### src/rtl/core/assert_macros.svh
// Assertion macros for the RTL files; line_edge_search includes them.
`ifndef ASSERT_MACROS_SVH
`define ASSERT_MACROS_SVH

// Same-cycle implication, disabled while reset is asserted.
`define ASSERT_SAME(lbl, clk_s, rstn_s, ante, cons) \
  lbl: assert property (@(posedge clk_s) disable iff (!rstn_s) (ante) |-> (cons)) \
    else $error("same-cycle check failed");

// Next-cycle implication, disabled while reset is asserted.
`define ASSERT_NEXT(lbl, clk_s, rstn_s, ante, cons) \
  lbl: assert property (@(posedge clk_s) disable iff (!rstn_s) (ante) |=> (cons)) \
    else $error("next-cycle check failed");

`endif

### src/rtl/core/les_pkg.sv
// Shared constants and types for the scan line edge search block.
package les_pkg;

  localparam int PIXEL_BITS_DEF = 8;
  localparam int POS_W          = 12;
  localparam int LLEN_W         = 13;
  localparam int CFG_IDX_W      = 3;
  localparam int CFG_DATA_W     = 13;
  localparam int STR_W          = 8;

  // Highest line number a shield bound may take before the band is ignored.
  localparam logic [16:0] MAX_LINE = 17'd4096;

  // Register indexes on the configuration port.
  localparam logic [CFG_IDX_W-1:0] REG_MIN_GRAD      = 3'd0;
  localparam logic [CFG_IDX_W-1:0] REG_EDGE_LEVEL    = 3'd1;
  localparam logic [CFG_IDX_W-1:0] REG_DARK_TO_LIGHT = 3'd2;
  localparam logic [CFG_IDX_W-1:0] REG_FIRST_ONLY    = 3'd3;
  localparam logic [CFG_IDX_W-1:0] REG_WINDOW_LEN    = 3'd4;
  localparam logic [CFG_IDX_W-1:0] REG_LINE_LEN      = 3'd5;
  localparam logic [CFG_IDX_W-1:0] REG_SHIELD_A      = 3'd6;
  localparam logic [CFG_IDX_W-1:0] REG_SHIELD_B      = 3'd7;

  // Register values after reset.
  localparam logic [7:0]        RST_MIN_GRAD      = 8'd10;
  localparam logic [7:0]        RST_EDGE_LEVEL    = 8'd128;
  localparam logic              RST_DARK_TO_LIGHT = 1'b1;
  localparam logic              RST_FIRST_ONLY    = 1'b0;
  localparam logic [POS_W-1:0]  RST_WINDOW_LEN    = 12'd8;
  localparam logic [LLEN_W-1:0] RST_LINE_LEN      = 13'd640;
  localparam logic [POS_W-1:0]  RST_SHIELD_A      = 12'd0;
  localparam logic [POS_W-1:0]  RST_SHIELD_B      = 12'd0;

  typedef enum logic [1:0] {
    ST_FOUND  = 2'd0,
    ST_NONE   = 2'd1,
    ST_SHIELD = 2'd2,
    ST_WINDOW = 2'd3
  } les_status_t;

endpackage

### src/rtl/core/line_edge_search.sv
// Edge search along one scan line: candidate test, best tracking and window placement.
//
// Usage: pixels of a scan line enter on the in_ channel in scan order, one word per
// pixel, with their coordinate and line number; in_line_end marks the last pixel.
// Every pixel pair is tested as an edge candidate, and the first or strongest one
// is kept. For each line-ending word one result word leaves on the out_ channel
// with status, edge position, strength, clamped window start and line number.
// Both channels use valid/ready; the cfg_ port writes a register on each cfg_we and
// must only be used while no line is in flight.
// Throughput: one pixel per cycle while no line-ending pixel waits, set by a single
// compare-and-update of the line state. A line-ending pixel's result passes from the
// input register to the line register and then to the output register.
// When the receiver stalls, the output register holds its word and the line
// register behind it still takes one more result; pixels that end no line keep
// flowing, while a line-ending pixel waits in the input register until the line
// register frees up. Reset (synchronous, active low) restores the register
// defaults and empties the pipeline and the line state.
`include "assert_macros.svh"

module line_edge_search
  import les_pkg::*;
#(
  parameter int PIXEL_BITS = PIXEL_BITS_DEF
) (
  input  logic                  clk,
  input  logic                  rst_n,
  input  logic                  in_valid,
  output logic                  in_ready,
  input  logic [PIXEL_BITS-1:0] in_pixel,
  input  logic [POS_W-1:0]      in_pixel_pos,
  input  logic [POS_W-1:0]      in_line_index,
  input  logic                  in_line_end,
  output logic                  out_valid,
  input  logic                  out_ready,
  output logic [1:0]            out_status,
  output logic [POS_W-1:0]      out_edge_pos,
  output logic [STR_W-1:0]      out_edge_strength,
  output logic [POS_W-1:0]      out_window_start,
  output logic [POS_W-1:0]      out_line_out,
  input  logic                  cfg_we,
  input  logic [CFG_IDX_W-1:0]  cfg_index,
  input  logic [CFG_DATA_W-1:0] cfg_data
);

  localparam int PB = PIXEL_BITS;

  // Configuration registers.
  logic [7:0]        min_grad_r;
  logic [7:0]        edge_level_r;
  logic              dark_to_light_r;
  logic              first_only_r;
  logic [POS_W-1:0]  window_len_r;
  logic [LLEN_W-1:0] line_len_r;
  logic [POS_W-1:0]  shield_a_r;
  logic [POS_W-1:0]  shield_b_r;

  always_ff @(posedge clk) begin
    if (!rst_n) begin
      min_grad_r      <= RST_MIN_GRAD;
      edge_level_r    <= RST_EDGE_LEVEL;
      dark_to_light_r <= RST_DARK_TO_LIGHT;
      first_only_r    <= RST_FIRST_ONLY;
      window_len_r    <= RST_WINDOW_LEN;
      line_len_r      <= RST_LINE_LEN;
      shield_a_r      <= RST_SHIELD_A;
      shield_b_r      <= RST_SHIELD_B;
    end else if (cfg_we) begin
      case (cfg_index)
        REG_MIN_GRAD:      min_grad_r      <= cfg_data[7:0];
        REG_EDGE_LEVEL:    edge_level_r    <= cfg_data[7:0];
        REG_DARK_TO_LIGHT: dark_to_light_r <= cfg_data[0];
        REG_FIRST_ONLY:    first_only_r    <= cfg_data[0];
        REG_WINDOW_LEN:    window_len_r    <= cfg_data[POS_W-1:0];
        REG_LINE_LEN:      line_len_r      <= cfg_data[LLEN_W-1:0];
        REG_SHIELD_A:      shield_a_r      <= cfg_data[POS_W-1:0];
        REG_SHIELD_B:      shield_b_r      <= cfg_data[POS_W-1:0];
        default: ;
      endcase
    end
  end

  // Pipeline control.
  logic s1_v_r, s1_v_nxt;
  logic s2_v_r, s2_v_nxt;
  logic out_v_r, out_v_nxt;
  logic s1_go, s2_ready, s2_go, in_acc;

  logic [PB-1:0]    s1_pixel_r;
  logic [POS_W-1:0] s1_pos_r;
  logic [POS_W-1:0] s1_line_r;
  logic             s1_last_r;

  assign s2_ready = !s2_v_r || !out_v_r || out_ready;
  assign s2_go    = s2_v_r && (!out_v_r || out_ready);
  // A pixel that ends no line never waits on the stages behind it.
  assign s1_go    = s1_v_r && (!s1_last_r || s2_ready);
  assign in_ready = !s1_v_r || s1_go;
  assign in_acc   = in_valid && in_ready;

  assign s1_v_nxt  = in_acc ? 1'b1 : (s1_go ? 1'b0 : s1_v_r);
  assign s2_v_nxt  = (s1_go && s1_last_r) ? 1'b1 : (s2_go ? 1'b0 : s2_v_r);
  assign out_v_nxt = (!out_v_r || out_ready) ? s2_v_r : out_v_r;

  always_ff @(posedge clk) begin
    if (in_acc) begin
      s1_pixel_r <= in_pixel;
      s1_pos_r   <= in_pixel_pos;
      s1_line_r  <= in_line_index;
      s1_last_r  <= in_line_end;
    end
  end

  // Line state.
  logic [PB-1:0]    prev_pixel_r, prev_pixel_nxt;
  logic [POS_W-1:0] prev_pos_r, prev_pos_nxt;
  logic             have_prev_r, have_prev_nxt;
  logic [PB-1:0]    best_str_r, best_str_nxt;
  logic [POS_W-1:0] best_pos_r, best_pos_nxt;
  logic             any_found_r, any_found_nxt;
  logic             stopped_r, stopped_nxt;

  // Candidate test on the pair (previous pixel, pixel in the input register).
  logic [PB-1:0]    p1, p2, lvl, mg, diff_up, diff_dn, strength;
  logic             cand_up, cand_dn, cand, take;
  logic [PB-1:0]    upd_str;
  logic [POS_W-1:0] upd_pos;
  logic             upd_any, upd_stop;

  always_comb begin
    p1       = prev_pixel_r;
    p2       = s1_pixel_r;
    lvl      = PB'(edge_level_r);
    mg       = PB'(min_grad_r);
    diff_up  = p2 - p1;
    diff_dn  = p1 - p2;
    cand_up  = (p2 > p1) && (diff_up > mg) && (p1 <= lvl) && (p2 >= lvl);
    cand_dn  = (p1 > p2) && (diff_dn > mg) && (p1 >= lvl) && (p2 <= lvl);
    strength = dark_to_light_r ? diff_up : diff_dn;
    cand     = have_prev_r && !stopped_r && (dark_to_light_r ? cand_up : cand_dn);
    // Ties keep the earlier candidate, so only a strictly stronger one replaces it.
    take     = cand && (!any_found_r || (strength > best_str_r));
    upd_str  = take ? strength : best_str_r;
    upd_pos  = take ? prev_pos_r : best_pos_r;
    upd_any  = any_found_r || cand;
    upd_stop = stopped_r || (cand && first_only_r);
  end

  always_comb begin
    prev_pixel_nxt = prev_pixel_r;
    prev_pos_nxt   = prev_pos_r;
    have_prev_nxt  = have_prev_r;
    best_str_nxt   = best_str_r;
    best_pos_nxt   = best_pos_r;
    any_found_nxt  = any_found_r;
    stopped_nxt    = stopped_r;
    if (s1_go) begin
      if (s1_last_r) begin
        prev_pixel_nxt = '0;
        prev_pos_nxt   = '0;
        have_prev_nxt  = 1'b0;
        best_str_nxt   = '0;
        best_pos_nxt   = '0;
        any_found_nxt  = 1'b0;
        stopped_nxt    = 1'b0;
      end else begin
        prev_pixel_nxt = s1_pixel_r;
        prev_pos_nxt   = s1_pos_r;
        have_prev_nxt  = 1'b1;
        best_str_nxt   = upd_str;
        best_pos_nxt   = upd_pos;
        any_found_nxt  = upd_any;
        stopped_nxt    = upd_stop;
      end
    end
  end

  // Finished line, waiting for status and window placement.
  logic             s2_any_r;
  logic [PB-1:0]    s2_str_r;
  logic [POS_W-1:0] s2_pos_r;
  logic [POS_W-1:0] s2_line_r;

  always_ff @(posedge clk) begin
    if (s1_go && s1_last_r) begin
      s2_any_r  <= upd_any;
      s2_str_r  <= upd_str;
      s2_pos_r  <= upd_pos;
      s2_line_r <= s1_line_r;
    end
  end

  // Shield band and window placement.
  logic [POS_W-1:0]  sh_lo, sh_hi, half;
  logic              shielded;
  logic signed [15:0] lim, p_s, s_s, tail_s;
  logic [POS_W-1:0]  win_start;
  logic [STR_W-1:0]  str_sat;
  les_status_t       status;
  logic [POS_W-1:0]  res_pos, res_win;
  logic [STR_W-1:0]  res_str;

  always_comb begin
    sh_lo    = (shield_a_r < shield_b_r) ? shield_a_r : shield_b_r;
    sh_hi    = (shield_a_r < shield_b_r) ? shield_b_r : shield_a_r;
    shielded = (sh_lo != sh_hi) && ({5'b0, sh_lo} <= MAX_LINE) && ({5'b0, sh_hi} <= MAX_LINE)
               && (s2_line_r > sh_lo) && (s2_line_r < sh_hi);

    half   = window_len_r >> 1;
    p_s    = $signed({4'b0, s2_pos_r});
    lim    = $signed({3'b0, line_len_r}) - $signed({4'b0, half}) - 16'sd1;
    tail_s = $signed({3'b0, line_len_r}) - $signed({4'b0, window_len_r});
    if (s2_pos_r < half) begin
      s_s = 16'sd0;
    end else if (p_s > lim) begin
      s_s = tail_s;
    end else begin
      s_s = p_s - $signed({4'b0, half});
    end
    if (s_s < 16'sd0) begin
      win_start = '0;
    end else if (s_s > 16'sd4095) begin
      win_start = '1;
    end else begin
      win_start = s_s[POS_W-1:0];
    end

    str_sat = (s2_str_r > PB'(8'hFF)) ? 8'hFF : s2_str_r[STR_W-1:0];

    res_pos = '0;
    res_str = '0;
    res_win = '0;
    if ({1'b0, window_len_r} >= line_len_r) begin
      status = ST_WINDOW;
    end else if (shielded) begin
      status = ST_SHIELD;
    end else if (s2_any_r) begin
      status  = ST_FOUND;
      res_pos = s2_pos_r;
      res_str = str_sat;
      res_win = win_start;
    end else begin
      status = ST_NONE;
    end
  end

  les_status_t      out_status_r;
  logic [POS_W-1:0] out_pos_r, out_win_r, out_line_r;
  logic [STR_W-1:0] out_str_r;

  always_ff @(posedge clk) begin
    if (s2_go) begin
      out_status_r <= status;
      out_pos_r    <= res_pos;
      out_str_r    <= res_str;
      out_win_r    <= res_win;
      out_line_r   <= s2_line_r;
    end
  end

  always_ff @(posedge clk) begin
    if (!rst_n) begin
      s1_v_r       <= 1'b0;
      s2_v_r       <= 1'b0;
      out_v_r      <= 1'b0;
      prev_pixel_r <= '0;
      prev_pos_r   <= '0;
      have_prev_r  <= 1'b0;
      best_str_r   <= '0;
      best_pos_r   <= '0;
      any_found_r  <= 1'b0;
      stopped_r    <= 1'b0;
    end else begin
      s1_v_r       <= s1_v_nxt;
      s2_v_r       <= s2_v_nxt;
      out_v_r      <= out_v_nxt;
      prev_pixel_r <= prev_pixel_nxt;
      prev_pos_r   <= prev_pos_nxt;
      have_prev_r  <= have_prev_nxt;
      best_str_r   <= best_str_nxt;
      best_pos_r   <= best_pos_nxt;
      any_found_r  <= any_found_nxt;
      stopped_r    <= stopped_nxt;
    end
  end

  assign out_valid         = out_v_r;
  assign out_status        = out_status_r;
  assign out_edge_pos      = out_pos_r;
  assign out_edge_strength = out_str_r;
  assign out_window_start  = out_win_r;
  assign out_line_out      = out_line_r;

  // A stopped search always has a kept candidate behind it.
  `ASSERT_SAME(a_stop_has_edge, clk, rst_n, stopped_r, any_found_r)
  // The input side only stalls while a word sits in the input register.
  `ASSERT_SAME(a_stall_needs_item, clk, rst_n, !in_ready, s1_v_r)
  // A line-ending word that leaves the input register lands in the line register.
  `ASSERT_NEXT(a_line_to_s2, clk, rst_n, s1_go && s1_last_r, s2_v_r)
  // Only a found edge carries position, strength and window.
  `ASSERT_SAME(a_empty_fields, clk, rst_n, out_v_r && (out_status_r != ST_FOUND),
               (out_pos_r == '0) && (out_str_r == '0) && (out_win_r == '0))

endmodule

### config.mk
export PLATFORM = sky130hd
export DESIGN_NAME = line_edge_search
export DESIGN_NICKNAME = d
export VERILOG_FILES = /design/src/rtl/core/les_pkg.sv /design/src/rtl/core/line_edge_search.sv
export VERILOG_INCLUDE_DIRS = /design/src /design/src/rtl/core
export SDC_FILE = /design/constraint.sdc
export NUM_CORES = 1
export LEC_CHECK = 0
export ABC_AREA = 1
export BUFFER_PORTS_ARGS = -buffer_cell sky130_fd_sc_hd__buf_2
export CAP_MARGIN = 30
export CORE_AREA = 2 2 186 188
export CTS_BUF_LIST = sky130_fd_sc_hd__clkbuf_2
export CTS_CLUSTER_SIZE = 40
export DETAILED_ROUTE_END_ITERATION = 10
export DIE_AREA = 0 0 188 190
export PLACE_DENSITY = 0.54
export SKIP_LAST_GASP = 1
export SLEW_MARGIN = 20
export SYNTH_ARGS = -nofsm -noshare
export SYNTH_HDL_FRONTEND = slang
export SYNTH_SLANG_ARGS = --single-unit
### constraint.sdc
create_clock -name clk -period 5.8 [get_ports clk]
set_input_delay 0.58 -clock clk [delete_from_list [all_inputs] [get_ports clk]]
set_output_delay 0.58 -clock clk [all_outputs]
set_load 0.005 [all_outputs]
# After elaboration in Yosys (flattened, before gate mapping)

Cells that the tools add are included.

Bits in registers: 225
Input port bits: 54
Output and inout bits: 48
Word-level logic and storage cells: 132

Add/subtract/negate cells: 6
Magnitude comparators: 18
Equal/unequal tests: 8
Mux-type cells: 23
Bitwise operators: 1
Reduce and logical (&&, ||, !) cells: 44

Operators with widths:

| cell                                                        | number |
|---|---|
| 2-to-1 mux 12 bit                                           | 6 |
| > comparator 8 bit                                          | 5 |
| 2-to-1 mux 8 bit                                            | 5 |
| 2-to-1 mux 16 bit                                           | 2 |
| less-than comparator 12 bit                                 | 2 |
| >= comparator 8 bit                                         | 2 |
| > comparator 16 x 13 -> 1 bit, second input constant        | 1 |
| less-or-equal comparator 8 bit                              | 2 |
| logical AND 1 bit                                           | 16 |
| less-than comparator 16 x 1 -> 1 bit, second input constant | 1 |
| AND reduction 2 bit                                         | 8 |
| subtractor 8 bit                                            | 2 |
| > comparator 13 x 15 -> 1 bit                               | 1 |
| subtractor 14 x 2 -> 15 bit, second input constant          | 1 |
| subtractor 13 x 11 -> 14 bit                                | 1 |
| subtractor 13 x 12 -> 14 bit                                | 1 |
| >= comparator 12 x 13 -> 1 bit                              | 1 |
| subtractor 12 x 11 -> 13 bit                                | 1 |
| equality test 3 bit, second input constant                  | 4 |
| > comparator 12 bit                                         | 1 |
| less-than comparator 12 x 11 -> 1 bit                       | 1 |
| inequality test 12 bit                                      | 1 |
| 2-to-1 mux 1 bit                                            | 10 |
| > comparator 8 bit, second input constant                   | 1 |
| 10 further kinds                                            | 24 |

# Logic depth before layout (Yosys ltp)

Depth after elaboration: 10
Mapped depth: 31

# Worst setup path before layout

OpenSTA, ideal clock, no wires.

Path kind: reg-to-reg
From: register window_len_r[1]
To: register out_win_r[10], in the netlist out_window_start[10] (data pin)
Data arrival time: 3.475 ns
Data required time: 5.543 ns
Path slack: 2.068 ns
Stages on the path, launching flop included: 28
Path buffers: 1
Clock period less this slack: 3.732 ns
Cells stage by stage: dfxtp_1 ha_1 fa_1 inv_1 nand3_1 nand2_2 nand2_1 nand2_1 nand2_1 nand2_1 nand2_1 nor3_1 nand3_1 xor2_1 ha_1 nand2_1 inv_1 a21oi_1 nand3_1 nand2_1 nand2_1 nand2_1 nand2_1 nand2_2 clkbuf_1 nand4_1 nand3_1 a21oi_2

Cells in the longest elaborated chain, start to end: 7

RTL lines:

| element                                                                                      | line                                             | text |
|---|---|---|
| from (decl)                                                                                  | line_edge_search.sv:52                           | `logic [POS_W-1:0] window_len_r;` |
| from (signal assigned)                                                                       | line_edge_search.sv:73                           | `REG_WINDOW_LEN: window_len_r <= cfg_data[POS_W-1:0];` |
| subtractor 13 x 11 -> 14 bit                                                                 | line_edge_search.sv:210                          | `lim = $signed({3'b0, line_len_r}) - $signed({4'b0, half}) - 16'sd1;` |
| subtractor 14 x 2 -> 15 bit                                                                  | line_edge_search.sv:210                          |  |
| > comparator 13 x 15 -> 1 bit                                                                | line_edge_search.sv:214                          | `end else if (p_s > lim) begin` |
| 2-to-1 mux 16 bit                                                                            | line_edge_search.sv:214                          |  |
| 2-to-1 mux 16 bit                                                                            | line_edge_search.sv:212                          | `if (s2_pos_r < half) begin` |
| less-than comparator 16 x 1 -> 1 bit / > comparator 16 x 13 -> 1 bit (equally long branches) | line_edge_search.sv:219, line_edge_search.sv:221 |  |
| OR reduction 4 bit (no line) / 2-to-1 mux 12 bit (equally long branches)                     | -                                                |  |
| to (signal assigned)                                                                         | line_edge_search.sv:255                          | `out_win_r <= res_win;` |
| to (decl)                                                                                    | line_edge_search.sv:247                          | `logic [POS_W-1:0] out_pos_r, out_win_r, out_line_r;` |

Several ways; a longest one is shown, not always the timed one.
A chain may end at the register's enable or synchronous reset.

# Worst setup path after layout

From: register window_len_r[3]
To: register out_win_r[0], in the netlist out_window_start[0] (data pin)

Same word-level chain as after synthesis.

==> results_dict.tcl <==
set metrics [dict create \
    core_area_um2 33900 \
    synth_top_area_share_pct 25.2 \
    wl_per_cell_um 14.8 \
    startpoint_type "flop" \
    grt_usage_pct 19.6 \
    gr-usage-met3_pct 3.17 \
    layout-drive-gt1-share_pct 13.2 \
    critPathMaxStageDelay_ns 0.41 \
    yosys-top-cells-area "edfxtp_1, dfxtp_1, ha_1, nand2_1, a21oi_1" \
    cts_tree "built" \
    r2r_slack_ns 1.17 \
    outcome "finished, final reports clean" \
    drt_iter0_markers 558 \
    synth_edf_count 112 \
    drtAntennaViolNets 0 \
    clk_latency_ns 1.00 \
    start_util_pct 39.2 \
    wl_mm 34.4 \
    placedCellCount 2160 \
    dieWidth_um 188 \
    synth.avg_cell_area_um2 8.11 \
    tns_ns 0 \
    met2_usage_pct 34.0 \
    synthTopCellsByCount "nand2_1, inv_1, a21oi_1" \
    ctsLongestPathBuffers 3 \
    via_per_inst 4.89 \
    arrival_ns 5.34 \
    numCtsBuffers 61 \
    fin_crit_ns 4.63 \
    htree_levels 2 \
    crit_family "simple AND/OR/NAND/NOR gates" \
    yosysSeqAreaShare_pct 42.2 \
    syn2layout_area_growth_pct 16.0 \
    grt_max_degree 71 \
    portBuffers 101 \
    yosys.area.top_type "edfxtp_1" \
    critical_path_class "reg -> reg" \
    grt_pass1_wl_mm 56.1 \
    hold_viol_final 0 \
    post-route-util_pct 45.5 \
    cp-end-kind "flop" \
    drc 0 \
    drv_slew 0 \
    hp-class "in -> reg" \
    critPathRequiredTime_ns 6.51 \
    finClkSkew_ns 0.0858 \
    hold_buffers 57 \
    antenna_found_initial 1 \
    yosys_warnings 0 \
    place_congestion 0.864 \
    post_cts_buffers 0 \
    power_density_nw_per_um2 243 \
    die_h_um 190 \
    hold_slack_ns 0.199 \
    grtUsageMet1_pct 24.9 \
    crit-reg2reg-launch "window_len_r[3]" \
    crit_slowest_cell "nand2_1" \
    synth_area_um2 13300 \
    p_leak_uw 0.00691 \
    crit_path_max_fanout 15 \
    crit_buf_inv 3 \
    num_io_pins 102 \
    synthCells 1643 \
    fin_crit_sh_pct 79.9 \
    grt_pass1_vias 11100 \
    fin_cells 2334 \
    dr.pass1.iters 5 \
    cap_violations 0 \
    final_nets 2021 \
    path_clk_slew_ns 0.10 \
    yosysMostFrequentCell "nand2_1" \
    grt_setup_unrepaired "false" \
    route.vias.total 11400 \
    grt_overflow 0 \
    synthesis.nets 1839 \
    crit_start "window_len_r[3]" \
    fill_cells 3433 \
    relSlewSlack_pct 50.8 \
    cts_sinks 225 \
    ys_seq_elements 225 \
    root_buffer "clkbuf_2" \
    tightestPinTransition_ns 0.738 \
    async_flop_share_pct 0 \
    synthFlopType "dfxtp_1" \
    multi_input_area_um2 6640 \
    rows 68 \
    dp_hpwl_mm 25.2 \
    finalSetupViolations 0 \
    die-area_um2 35700 \
    worstHoldStart "cfg_we" \
    synth_cell_types 43 \
    grt-busiest-layer "met2" \
    peakVddDrop_uv 120 \
    cts_resized 0 \
    critPathMostFrequentCell "nand2_1" \
    max_freq_mhz 216 \
    seq_area_um2 5630 \
]
worst min-delay path, cell delays in order:
cell     delay, ns
buf_2         0.11
nand2_1       0.14
nor2_1        0.12
a21oi_1       0.14
cells in the final DEF, fill, tap and decap left out, types with 51 or more instances in the layout:
master,count
ha_1,137
nand2_1,328
nand3_1,79
nor2_1,132
dfxtp_1,113
o21ai_0,98
dlygate4sd3_1,57
a21oi_1,169
edfxtp_1,112
buf_2,101
clkbuf_2,101
nand4_1,51
inv_1,223
flip-flops by register name, summed over array words and instances (netlist names), 12 cells and up:
name and flops:
best_pos_r 12, line_len_r 13, out_edge_pos 12, out_line_out 12, out_window_start 12, prev_pos_r 12
s1_line_r 12, s1_pos_r 12, s2_line_r 12, s2_pos_r 12, shield_a_r 12, shield_b_r 12
window_len_r 12
area by class of cell:
type | count | area share [%]
Antenna cell | 2 | 0.0324
Clock buffer | 101 | 3.27
Clock inverter | 14 | 0.397
Inverter | 228 | 5.54
Multi-Input combinational cell | 1135 | 43.0
Sequential cell | 225 | 36.4
Tap cell | 455 | 3.68
Timing Repair Buffer | 174 | 7.74
power by group:
group          total, uW  switching, uW  internal, uW
combinational        850            536           314
clock               1140            684           457
sequential          1770           31.7          1730
kinds of logic (layout without fill, tap and decap cells):
logic type / count (synthesis) / count (layout) / synth area share, %
XOR/XNOR: 42 / 42 / 2.76
adder cells (fa/ha/maj): 142 / 142 / 13.6
AND/OR/NAND/NOR: 636 / 636 / 20.5
buffers and inverters: 283 / 517 / 8.11
AO/OA/AOI/OAI: 315 / 315 / 12.8
flip-flops: 225 / 225 / 42.2
other: 0 / 2 / 0
final timing paths:
check                        endpoint  cells past startpoint
setup / recovery  out_window_start[0]                     26
hold / removal        window_len_r[0]                      4
hold reg to reg          s2_line_r[5]                      0
setup reg to reg  out_window_start[0]                     26
per-stage QoR:
stage                     total power [uW]  worst slack (ns)  cell area [um^2]
after global routing                  4030             0.651             15500
after CTS                             3830              1.20             15500
final                                 3760              1.17             15500
after floorplan                       2400              2.07             13300
after detailed placement              2630              1.24             14300
after global placement                2610              1.33             14300
metal layers:
metal,up-vias,routed length (um)
li1,5899,-
met1,5215,15900
met2,254,16300
met3,48,1530
met4,0,750
met5,-,0
(Power assumes the default switching activity.)
